## config.mk

```make
export PLATFORM = sky130hd
export DESIGN_NAME = three_axis_rate_pd_controller
export DESIGN_NICKNAME = d
export VERILOG_FILES = /design/src/rtl/tarpd_pkg.sv /design/src/rtl/three_axis_rate_pd_controller.sv /design/src/rtl/tarpd_div.sv /design/src/rtl/tarpd_sqrt.sv
export SDC_FILE = /design/constraint.sdc
export NUM_CORES = 2
export LEC_CHECK = 0
export BUFFER_PORTS_ARGS = -buffer_cell sky130_fd_sc_hd__buf_4
export CORE_MARGIN = 3
export CORE_UTILIZATION = 40
export DETAILED_ROUTE_END_ITERATION = 8
export PLACE_DENSITY = 0.52
export SYNTH_ARGS = -nofsm -noshare
export SYNTH_HDL_FRONTEND = slang
export SYNTH_SLANG_ARGS = --single-unit
```

## constraint.sdc

```tcl
create_clock -name clk -period 16.6 [get_ports clk]
set_input_delay 2.49 -clock clk [delete_from_list [all_inputs] [get_ports clk]]
set_output_delay 2.49 -clock clk [all_outputs]
set_load 0.01 [all_outputs]
```

## src/rtl/tarpd_pkg.sv

```systemverilog
// Shared types and constants for the three-axis rate PD controller.
`default_nettype none
package tarpd_pkg;

  // Register reset values and register indexes
  localparam logic [23:0] PROP_GAIN_RST  = 24'd3277;
  localparam logic [23:0] DERIV_GAIN_RST = 24'd6554;
  localparam logic [22:0] TGT_MAG_RST    = 23'd9151;
  localparam logic [1:0]  REG_PROP_GAIN  = 2'd0;
  localparam logic [1:0]  REG_DERIV_GAIN = 2'd1;
  localparam logic [1:0]  REG_TGT_MAG    = 2'd2;

  // Divider and square root sizes
  localparam int DivNumW = 72;
  localparam int DivDenW = 40;
  localparam int SqrtInW = 64;
  localparam int SqrtOutW = SqrtInW / 2;

  // Microseconds per second and derivative magnitude limit
  localparam logic [31:0] MICRO_PER_SEC = 32'd1000000;
  localparam logic [71:0] D_LIMIT       = 72'd1 << 40;

  typedef enum logic [4:0] {
    ST_IDLE,
    ST_SQ,
    ST_SQ_ACC,
    ST_SQRT_GO,
    ST_SQRT_WAIT,
    ST_DES_MUL,
    ST_DES_DIV,
    ST_DES_WAIT,
    ST_P_MUL,
    ST_P_ACC,
    ST_D_MUL,
    ST_D_A,
    ST_D_M1,
    ST_D_M2,
    ST_D_M3,
    ST_D_WAIT,
    ST_AX_END,
    ST_FIN
  } state_t;

endpackage
`default_nettype wire

```

## src/rtl/three_axis_rate_pd_controller.sv

```systemverilog
// Top level: sequencer, shared multiplier and datapath of the rate PD controller.
//
//  channel | dir | handshake          | payload
//  in_     | in  | in_tvalid/tready   | tdata: rates, pointing errors, step_us; tuser: is_first
//  out_    | out | out_tvalid/tready  | tdata: accel x, y, z
//  cfg_    | in  | cfg_wr_en          | cfg_index, cfg_wdata
//
// An item runs a square root, then per axis up to two passes through the shared
// divider plus a few multiply steps.
// A zero step_us transfer is consumed while idle, with no result.
// Reset clears the gains to their defaults and the stored rate errors to zero.
// in_tready is high only while the sequencer is idle; a held result stalls
// the final step until out_tready takes it.
`default_nettype none
module three_axis_rate_pd_controller (
  input  wire logic         clk,
  input  wire logic         rst_n,
  input  wire logic         in_tvalid,
  output logic              in_tready,
  // rate_x, rate_y, rate_z, point_err_x, point_err_y, point_err_z, step_us, pad
  input  wire logic [167:0] in_tdata,
  // is_first
  input  wire logic [0:0]   in_tuser,
  output logic              out_tvalid,
  input  wire logic         out_tready,
  // accel_x, accel_y, accel_z
  output logic [95:0]       out_tdata,
  input  wire logic         cfg_wr_en,
  input  wire logic [1:0]   cfg_index,
  input  wire logic [23:0]  cfg_wdata
);
  import tarpd_pkg::*;

  state_t state_r, state_nxt;

  logic [23:0] prop_gain_r, deriv_gain_r;
  logic [22:0] tgt_mag_r;

  logic signed [23:0] w_r   [3];
  logic        [23:0] emag_r[3];
  logic               eneg_r[3];
  logic signed [25:0] prev_r[3];
  logic signed [31:0] res_r [3];
  logic [19:0]        dt_r;
  logic               first_r;
  logic [1:0]         ax_r;
  logic [47:0]        s_r;
  logic [31:0]        n_r;
  logic signed [25:0] rr_r;
  logic [33:0]        pm_r;
  logic [49:0]        a_r;
  logic               dneg_r;
  logic [51:0]        lo_r;
  logic [63:0]        mul_r;
  logic               out_valid_r;
  logic [95:0]        out_data_r;

  // Shared multiplier operands and unit controls
  logic [31:0] mul_a, mul_b;
  logic        sqrt_start, div_start;
  logic [DivNumW-1:0] div_num;
  logic        div_busy, div_done, sqrt_done;
  logic [DivNumW-1:0] div_q;
  logic [SqrtOutW-1:0] sqrt_root;

  logic [25:0]        rmag;
  logic signed [26:0] dval;
  logic [25:0]        dmag;
  logic [23:0]        in_emag[3];
  logic signed [25:0] des;
  logic [40:0]        dm;
  logic signed [42:0] psum, nsum;
  logic signed [31:0] sat;
  logic               in_xfer;

  assign in_xfer = in_tvalid && in_tready;

  always_comb begin
    for (int i = 0; i < 3; i++) begin
      in_emag[i] = in_tdata[72+24*i+23] ? (24'd0 - in_tdata[72+24*i +: 24])
                                         : in_tdata[72+24*i +: 24];
    end
    rmag = rr_r[25] ? (26'd0 - 26'(rr_r)) : 26'(rr_r);
    dval = 27'(rr_r) - 27'(prev_r[ax_r]);
    dmag = dval[26] ? 26'(27'd0 - 27'(dval)) : 26'(dval);
    des  = eneg_r[ax_r] ? (26'd0 - {2'b00, div_q[23:0]}) : {2'b00, div_q[23:0]};
    dm   = (div_q > D_LIMIT) ? D_LIMIT[40:0] : div_q[40:0];
    psum = (rr_r[25] ? (43'd0 - 43'(pm_r)) : 43'(pm_r))
         + (dneg_r ? (43'd0 - 43'(dm)) : 43'(dm));
    nsum = 43'd0 - psum;
    if (nsum > 43'sd2147483647)        sat = 32'h7FFF_FFFF;
    else if (nsum < -43'sd2147483648)  sat = 32'h8000_0000;
    else                               sat = nsum[31:0];
  end

  // Next state
  always_comb begin
    state_nxt = state_r;
    unique case (state_r)
      ST_IDLE:      if (in_xfer && (in_tdata[163:144] != 20'd0)) state_nxt = ST_SQ;
      ST_SQ:        state_nxt = ST_SQ_ACC;
      ST_SQ_ACC:    state_nxt = (ax_r == 2'd2) ? ST_SQRT_GO : ST_SQ;
      ST_SQRT_GO:   state_nxt = ST_SQRT_WAIT;
      ST_SQRT_WAIT: if (sqrt_done) state_nxt = ST_DES_MUL;
      ST_DES_MUL:   state_nxt = ST_DES_DIV;
      ST_DES_DIV: begin
        if (n_r != 32'd0)  state_nxt = ST_DES_WAIT;
        else if (first_r)  state_nxt = ST_AX_END;
        else               state_nxt = ST_P_MUL;
      end
      ST_DES_WAIT:  if (div_done) state_nxt = first_r ? ST_AX_END : ST_P_MUL;
      ST_P_MUL:     state_nxt = ST_P_ACC;
      ST_P_ACC:     state_nxt = ST_D_MUL;
      ST_D_MUL:     state_nxt = ST_D_A;
      ST_D_A:       state_nxt = ST_D_M1;
      ST_D_M1:      state_nxt = ST_D_M2;
      ST_D_M2:      state_nxt = ST_D_M3;
      ST_D_M3:      state_nxt = ST_D_WAIT;
      ST_D_WAIT:    if (div_done) state_nxt = ST_AX_END;
      ST_AX_END:    state_nxt = (ax_r == 2'd2) ? ST_FIN : ST_DES_MUL;
      ST_FIN:       if (!out_valid_r || out_tready) state_nxt = ST_IDLE;
      default:      state_nxt = ST_IDLE;
    endcase
  end

  // Outputs of the sequencer
  always_comb begin
    mul_a      = '0;
    mul_b      = '0;
    sqrt_start = 1'b0;
    div_start  = 1'b0;
    div_num    = '0;
    in_tready  = (state_r == ST_IDLE);
    unique case (state_r)
      ST_SQ: begin
        mul_a = 32'(emag_r[ax_r]);
        mul_b = 32'(emag_r[ax_r]);
      end
      ST_SQRT_GO: sqrt_start = 1'b1;
      ST_DES_MUL: begin
        mul_a = 32'(tgt_mag_r);
        mul_b = 32'(emag_r[ax_r]);
      end
      ST_DES_DIV: begin
        div_start = (n_r != 32'd0);
        div_num   = {18'd0, mul_r[45:0], 8'd0} + 72'(n_r >> 1);
      end
      ST_P_MUL: begin
        mul_a = 32'(rmag);
        mul_b = 32'(prop_gain_r);
      end
      ST_D_MUL: begin
        mul_a = 32'(dmag);
        mul_b = 32'(deriv_gain_r);
      end
      ST_D_M1: begin
        mul_a = a_r[31:0];
        mul_b = MICRO_PER_SEC;
      end
      ST_D_M2: begin
        mul_a = 32'(a_r[49:32]);
        mul_b = MICRO_PER_SEC;
      end
      ST_D_M3: begin
        div_start = 1'b1;
        div_num   = {mul_r[39:0], 32'd0} + 72'(lo_r) + 72'({dt_r, 15'd0});
      end
      default: ;
    endcase
  end

  // Control registers
  always_ff @(posedge clk) begin
    if (!rst_n) begin
      state_r      <= ST_IDLE;
      ax_r         <= 2'd0;
      out_valid_r  <= 1'b0;
      prop_gain_r  <= PROP_GAIN_RST;
      deriv_gain_r <= DERIV_GAIN_RST;
      tgt_mag_r    <= TGT_MAG_RST;
      for (int i = 0; i < 3; i++) prev_r[i] <= '0;
    end else begin
      state_r <= state_nxt;
      if (cfg_wr_en) begin
        case (cfg_index)
          REG_PROP_GAIN:  prop_gain_r  <= cfg_wdata;
          REG_DERIV_GAIN: deriv_gain_r <= cfg_wdata;
          REG_TGT_MAG:    tgt_mag_r    <= cfg_wdata[22:0];
          default: ;
        endcase
      end
      if (state_r == ST_SQ_ACC || state_r == ST_AX_END) begin
        ax_r <= (ax_r == 2'd2) ? 2'd0 : ax_r + 2'd1;
      end
      if (state_r == ST_AX_END) prev_r[ax_r] <= rr_r;
      if (state_r == ST_FIN && (!out_valid_r || out_tready)) out_valid_r <= 1'b1;
      else if (out_tready) out_valid_r <= 1'b0;
    end
  end

  // Datapath registers
  always_ff @(posedge clk) begin
    mul_r <= mul_a * mul_b;
    if (in_xfer) begin
      for (int i = 0; i < 3; i++) begin
        w_r[i]    <= in_tdata[24*i +: 24];
        emag_r[i] <= in_emag[i];
        eneg_r[i] <= in_tdata[72+24*i+23];
      end
      dt_r    <= in_tdata[163:144];
      first_r <= in_tuser[0];
      s_r     <= '0;
    end
    unique case (state_r)
      ST_SQ_ACC:   s_r <= s_r + mul_r[47:0];
      ST_SQRT_WAIT: if (sqrt_done) n_r <= sqrt_root;
      ST_DES_DIV:  if (n_r == 32'd0) rr_r <= 26'(w_r[ax_r]);
      ST_DES_WAIT: if (div_done) rr_r <= 26'(w_r[ax_r]) + des;
      ST_P_ACC:    pm_r <= 34'((mul_r[48:0] + 49'd32768) >> 16);
      ST_D_MUL:    dneg_r <= dval[26];
      ST_D_A:      a_r <= mul_r[49:0];
      ST_D_M2:     lo_r <= mul_r[51:0];
      ST_D_WAIT:   if (div_done) res_r[ax_r] <= sat;
      ST_AX_END:   if (first_r) res_r[ax_r] <= '0;
      ST_FIN: begin
        if (!out_valid_r || out_tready) out_data_r <= {res_r[2], res_r[1], res_r[0]};
      end
      default: ;
    endcase
  end

  assign out_tvalid = out_valid_r;
  assign out_tdata  = out_data_r;

  tarpd_sqrt u_sqrt (
    .clk      (clk),
    .rst_n    (rst_n),
    .start    (sqrt_start),
    .radicand ({s_r, 16'd0}),
    .done     (sqrt_done),
    .root     (sqrt_root)
  );

  tarpd_div u_div (
    .clk      (clk),
    .rst_n    (rst_n),
    .start    (div_start),
    .dividend (div_num),
    .divisor  ((state_r == ST_D_M3) ? 40'({dt_r, 16'd0}) : 40'(n_r)),
    .busy     (div_busy),
    .done     (div_done),
    .quotient (div_q)
  );

  // Checks
  a_div_start_idle: assert property (@(posedge clk) disable iff (!rst_n)
    div_start |-> !div_busy) else $error("divider restarted while busy");
  a_out_low_after_rst: assert property (@(posedge clk)
    !rst_n |=> !out_tvalid) else $error("result valid right after reset");
  a_fin_holds: assert property (@(posedge clk) disable iff (!rst_n)
    (state_r == ST_FIN && out_tvalid && !out_tready) |=> state_r == ST_FIN)
    else $error("final step overwrote a held result");
  a_busy_not_ready: assert property (@(posedge clk) disable iff (!rst_n)
    (state_r != ST_IDLE) |-> !in_tready) else $error("ready while sequencing");

endmodule
`default_nettype wire

```

## src/rtl/tarpd_div.sv

```systemverilog
// Restoring divider, one quotient bit per cycle.
`default_nettype none
module tarpd_div (
  input  wire logic                         clk,
  input  wire logic                         rst_n,
  input  wire logic                         start,
  input  wire logic [tarpd_pkg::DivNumW-1:0] dividend,
  input  wire logic [tarpd_pkg::DivDenW-1:0] divisor,
  output logic                              busy,
  output logic                              done,
  output logic [tarpd_pkg::DivNumW-1:0]     quotient
);
  import tarpd_pkg::*;

  localparam int CntW = $clog2(DivNumW + 1);

  logic [CntW-1:0]    cnt_r, cnt_nxt;
  logic [DivDenW:0]   rem_r, rem_nxt;
  logic [DivNumW-1:0] quo_r, quo_nxt;
  logic [DivDenW-1:0] den_r;
  logic               done_r, done_nxt;
  logic [DivDenW:0]   rem_sh;
  logic               fits;

  // One shift-subtract step
  always_comb begin
    rem_sh   = {rem_r[DivDenW-1:0], quo_r[DivNumW-1]};
    fits     = (rem_sh >= {1'b0, den_r});
    rem_nxt  = fits ? (rem_sh - {1'b0, den_r}) : rem_sh;
    quo_nxt  = {quo_r[DivNumW-2:0], fits};
    cnt_nxt  = cnt_r - CntW'(1);
    done_nxt = (cnt_r == CntW'(1));
  end

  always_ff @(posedge clk) begin
    if (!rst_n) begin
      cnt_r  <= '0;
      done_r <= 1'b0;
    end else if (start) begin
      cnt_r  <= CntW'(DivNumW);
      done_r <= 1'b0;
    end else if (cnt_r != '0) begin
      cnt_r  <= cnt_nxt;
      done_r <= done_nxt;
    end else begin
      done_r <= 1'b0;
    end
  end

  // Operand registers
  always_ff @(posedge clk) begin
    if (start) begin
      rem_r <= '0;
      quo_r <= dividend;
      den_r <= divisor;
    end else if (cnt_r != '0) begin
      rem_r <= rem_nxt;
      quo_r <= quo_nxt;
    end
  end

  assign busy     = (cnt_r != '0);
  assign done     = done_r;
  assign quotient = quo_r;

endmodule
`default_nettype wire

```

## src/rtl/tarpd_sqrt.sv

```systemverilog
// Integer square root, one result bit per cycle.
`default_nettype none
module tarpd_sqrt (
  input  wire logic                          clk,
  input  wire logic                          rst_n,
  input  wire logic                          start,
  input  wire logic [tarpd_pkg::SqrtInW-1:0]  radicand,
  output logic                               done,
  output logic [tarpd_pkg::SqrtOutW-1:0]     root
);
  import tarpd_pkg::*;

  localparam int CntW = $clog2(SqrtOutW + 1);

  logic [CntW-1:0]     cnt_r;
  logic                done_r;
  logic [SqrtInW-1:0]  x_r;
  logic [SqrtOutW+1:0] rem_r, rem_nxt, rem_sh, trial;
  logic [SqrtOutW-1:0] root_r, root_nxt;

  // Bit-pair step
  always_comb begin
    rem_sh   = {rem_r[SqrtOutW-1:0], x_r[SqrtInW-1 -: 2]};
    trial    = {root_r, 2'b01};
    if (rem_sh >= trial) begin
      rem_nxt  = rem_sh - trial;
      root_nxt = {root_r[SqrtOutW-2:0], 1'b1};
    end else begin
      rem_nxt  = rem_sh;
      root_nxt = {root_r[SqrtOutW-2:0], 1'b0};
    end
  end

  always_ff @(posedge clk) begin
    if (!rst_n) begin
      cnt_r  <= '0;
      done_r <= 1'b0;
    end else if (start) begin
      cnt_r  <= CntW'(SqrtOutW);
      done_r <= 1'b0;
    end else if (cnt_r != '0) begin
      cnt_r  <= cnt_r - CntW'(1);
      done_r <= (cnt_r == CntW'(1));
    end else begin
      done_r <= 1'b0;
    end
  end

  always_ff @(posedge clk) begin
    if (start) begin
      x_r    <= radicand;
      rem_r  <= '0;
      root_r <= '0;
    end else if (cnt_r != '0) begin
      x_r    <= {x_r[SqrtInW-3:0], 2'b00};
      rem_r  <= rem_nxt;
      root_r <= root_nxt;
    end
  end

  assign done = done_r;
  assign root = root_r;

endmodule
`default_nettype wire

```

==> impl_metrics.env <==
export IMPL_outcome="complete, no violations"
export IMPL_cts_htree_levels=4
export IMPL_drc_errors=0
export IMPL_clkTransAtPathRegs_ns=0.06
export IMPL_die_h_um=467
export IMPL_hp_class="reg2reg"
export IMPL_critPathMaxFanout=30
export IMPL_dr_total_vias=64821
export IMPL_cts_made_buffers=131
export IMPL_root_buffer="clkbuf_16"
export IMPL_ant_nets=0
export IMPL_yosysMostFrequentCell="nand2_1"
export IMPL_grt_max_degree=91
export IMPL_core_mm2=0.210
export IMPL_p_sw_w=0.00813
export IMPL_hold_violations=0
export IMPL_wl_um=278000
export IMPL_slew_headroom=0.117
export IMPL_drtIter0Drc=5876
export IMPL_max_cap_violations=0
export IMPL_swShare=0.470
export IMPL_syn_area_mm2=0.0850
export IMPL_p_per_area_mw_per_mm2=182
export IMPL_dr_pass1_iters=6
export IMPL_timing_fmax_mhz=76.9
export IMPL_io_pins=298
export IMPL_synth_cell_types=109
export IMPL_fin_setup_tns_ns=0
export IMPL_avgSynthCellArea_um2=9.87
export IMPL_syn_to_final_growth_pct=12.0
export IMPL_setup_viol=0
export IMPL_grt_antenna_before_repair=21
export IMPL_gp_congestion=0.947
export IMPL_slowest_delay_ns=0.95
export IMPL_clock_latency_ns=0.81
export IMPL_finalNetCount=10267
export IMPL_hold_slack_ns=0.414
export IMPL_reg2reg_depth=41
export IMPL_hold_path_cell_count=0
export IMPL_wl_per_cell_um=23.5
export IMPL_synth_common_cells="1,234 x nand2_1, 964 x inv_1, 862 x edfxtp_1"
export IMPL_die_area_mm2=0.218
export IMPL_fin_crit_ns=13.01
export IMPL_cts_setup_buffers=0
export IMPL_critPathSlowestCell="a221o_1"
export IMPL_grt_total_usage=0.253
export IMPL_die_x_um=467
export IMPL_async_reset_ff_frac=0
export IMPL_tightestPinTransition_ns=1.32
export IMPL_synth_top_area_cell="edfxtp_1"
export IMPL_min_to="out_tdata[9]"
export IMPL_critPathLaunchType="flop"
export IMPL_r2r_end="mul_r[51]"
export IMPL_synth_cells=8611
export IMPL_synth_seq_cells=1114
export IMPL_rows=168
export IMPL_yosysSeqAreaShare=0.364
export IMPL_hold_buffers=0
export IMPL_comb_power_share=0.579
export IMPL_ir_drop_mv=0.271
export IMPL_dp_hpwl_um=211000
export IMPL_initial_core_util=0.404
export IMPL_critical_path_arrival_ns=13.74
export IMPL_postCtsResizedCells=0
export IMPL_synth_edf_count=862
export IMPL_grt_pass1_wl_um=414000
export IMPL_ys_flop_type="edfxtp_1"
export IMPL_grt_pass1_vias=64200
export IMPL_critical_path_required_ns=17.33
export IMPL_drive_above_1_share=0.0870
export IMPL_skew_ns=0.0452
export IMPL_finalCritPeriodShare=0.784
export IMPL_viasPerCell=5.49
export IMPL_clkSinkCount=1114
export IMPL_endpoint_kind="flop"
export IMPL_tritoncts="done"
export IMPL_clkPwrFrac=0.166
export IMPL_seq_power_share=0.255
export IMPL_leakage_nw=40.0
export IMPL_ys_top_cells_by_area="edfxtp_1 30%, fa_1 16%, ha_1 7.6%"
export IMPL_crit_top_cell="fa_1"
export IMPL_power_internal_w=0.00916
export IMPL_synth_warnings=0
export IMPL_port_buffers=293
export IMPL_clk_path_buf_depth=3
export IMPL_grt_overflow_total=0
export IMPL_r2r_setup_slack_ns=3.59
export IMPL_rsz0062_at_grt="false"
export IMPL_synth_top_area_share=0.304
export IMPL_slew_violations=0
export IMPL_crit_type="reg2reg"
export IMPL_min_from="res_r[0][9]"
-- state kept, by name, indices dropped and copies added (netlist names), 50 cells and up, named ones only --
register	count
w_r	72
mul_r	52
prev_r	104
u_div.quotient	72
res_r	96
a_r	50
emag_r	72
out_tdata	96
lo_r	52
-- worst max-delay path by stage --
stage / startpoint / endpoint / slack (ns) / depth (start not counted)
final: flop / mul_r[51] / 3.59 / 41
after global routing: flop / mul_r[51] / 2.88 / 41
after CTS: flop / mul_r[51] / 3.62 / 41
after detailed placement: flop / mul_r[51] / 3.69 / 41
after global placement: flop / mul_r[51] / 3.85 / 41
after floorplan: flop / mul_r[51] / 4.61 / 46
-- layer usage --
layer	global-route usage	part of all wire	up-vias
li1	-	-	29923
met1	0.362	0.45	32217
met2	0.385	0.43	2288
met3	0.0486	0.079	389
met4	0.0851	0.036	4
met5	0	0.000079	-
-- logic make-up after synthesis --
| kind of cell | synth area share |
|---|---|
| simple gates | 0.144 |
| compound gates | 0.129 |
| buf+inv | 0.0601 |
| fa+ha+maj | 0.232 |
| flops | 0.364 |
| xor+xnor | 0.0549 |
| mux | 0.0152 |
| other cells | 0.0000883 |
-- layout make-up --
type | count | area, um2
clock buffer | 165 | 3510
tap | 2805 | 3510
fill | 20127 | 115000
timing repair buffer | 435 | 3270
sequential | 1114 | 30900
antenna | 8 | 20.0
inverter | 968 | 3630
multi-input combinational | 6238 | 49600
clock inverter | 75 | 766
-- power groups by stage --
stage | Sequential [W] | Clock, W | Combinational, W
after floorplan | 0.00413 | 0 | 0.00707
after detailed placement | 0.00444 | 0 | 0.00991
after global placement | 0.00443 | 0 | 0.00985
after global routing | 0.00445 | 0.00306 | 0.0111
after CTS | 0.00439 | 0.00295 | 0.0100
final | 0.00440 | 0.00287 | 0.0100
-- worst max-delay path: cells and delay by family (launching register included) --
family | cells | cell delay [ns]
AOI/OAI and AO/OA | 18 | 5.34
xor gates and xnor gates | 2 | 0.38
adders and majority gates | 10 | 4.62
buffers and inverters | 7 | 0.86
DFF | 1 | 0.66
muxes | 1 | 0.30
and+or+nand+nor | 3 | 0.71
-- through the flow --
step / utilization / instance area [um2] / setup slack [ns] / power, W / std cells
finish: 0.453 / 95200 / 3.59 / 0.0173 / 11808
global route: 0.452 / 95200 / 2.88 / 0.0186 / 11801
CTS: 0.452 / 95200 / 3.62 / 0.0173 / 11800
detailed placement: 0.432 / 90900 / 3.69 / 0.0144 / 11560
global placement: 0.432 / 90900 / 3.85 / 0.0143 / 11560
floorplan: - / 85400 / 4.61 / 0.0112 / 8701
-- placed cells by master (no fill, tap or decap), types with 24 or more instances in the layout --
cell type,count
a22oi_1,46
or4_1,43
a31oi_1,57
mux2i_1,71
conb_1,92
fa_1,663
and2_1,210
nand2b_1,70
o21ai_0,366
clkbuf_16,133
a21oi_1,398
nand3_1,143
xnor2_1,320
nor4_1,51
nor3_1,100
xor2_1,211
mux4_2,26
or3_1,58
and3_1,51
a21o_1,183
nor2b_1,49
o21a_1,67
o31ai_1,47
buf_4,435
dfxtp_1,249
a21boi_0,60
clkinv_1,24
o21bai_1,49
nor2_1,509
nand2_1,1232
a211oi_1,80
nand4_1,62
clkbuf_1,26
o211ai_1,37
ha_1,516
or2_2,24
inv_1,963
edfxtp_1,862
(Power assumes the default switching activity.)
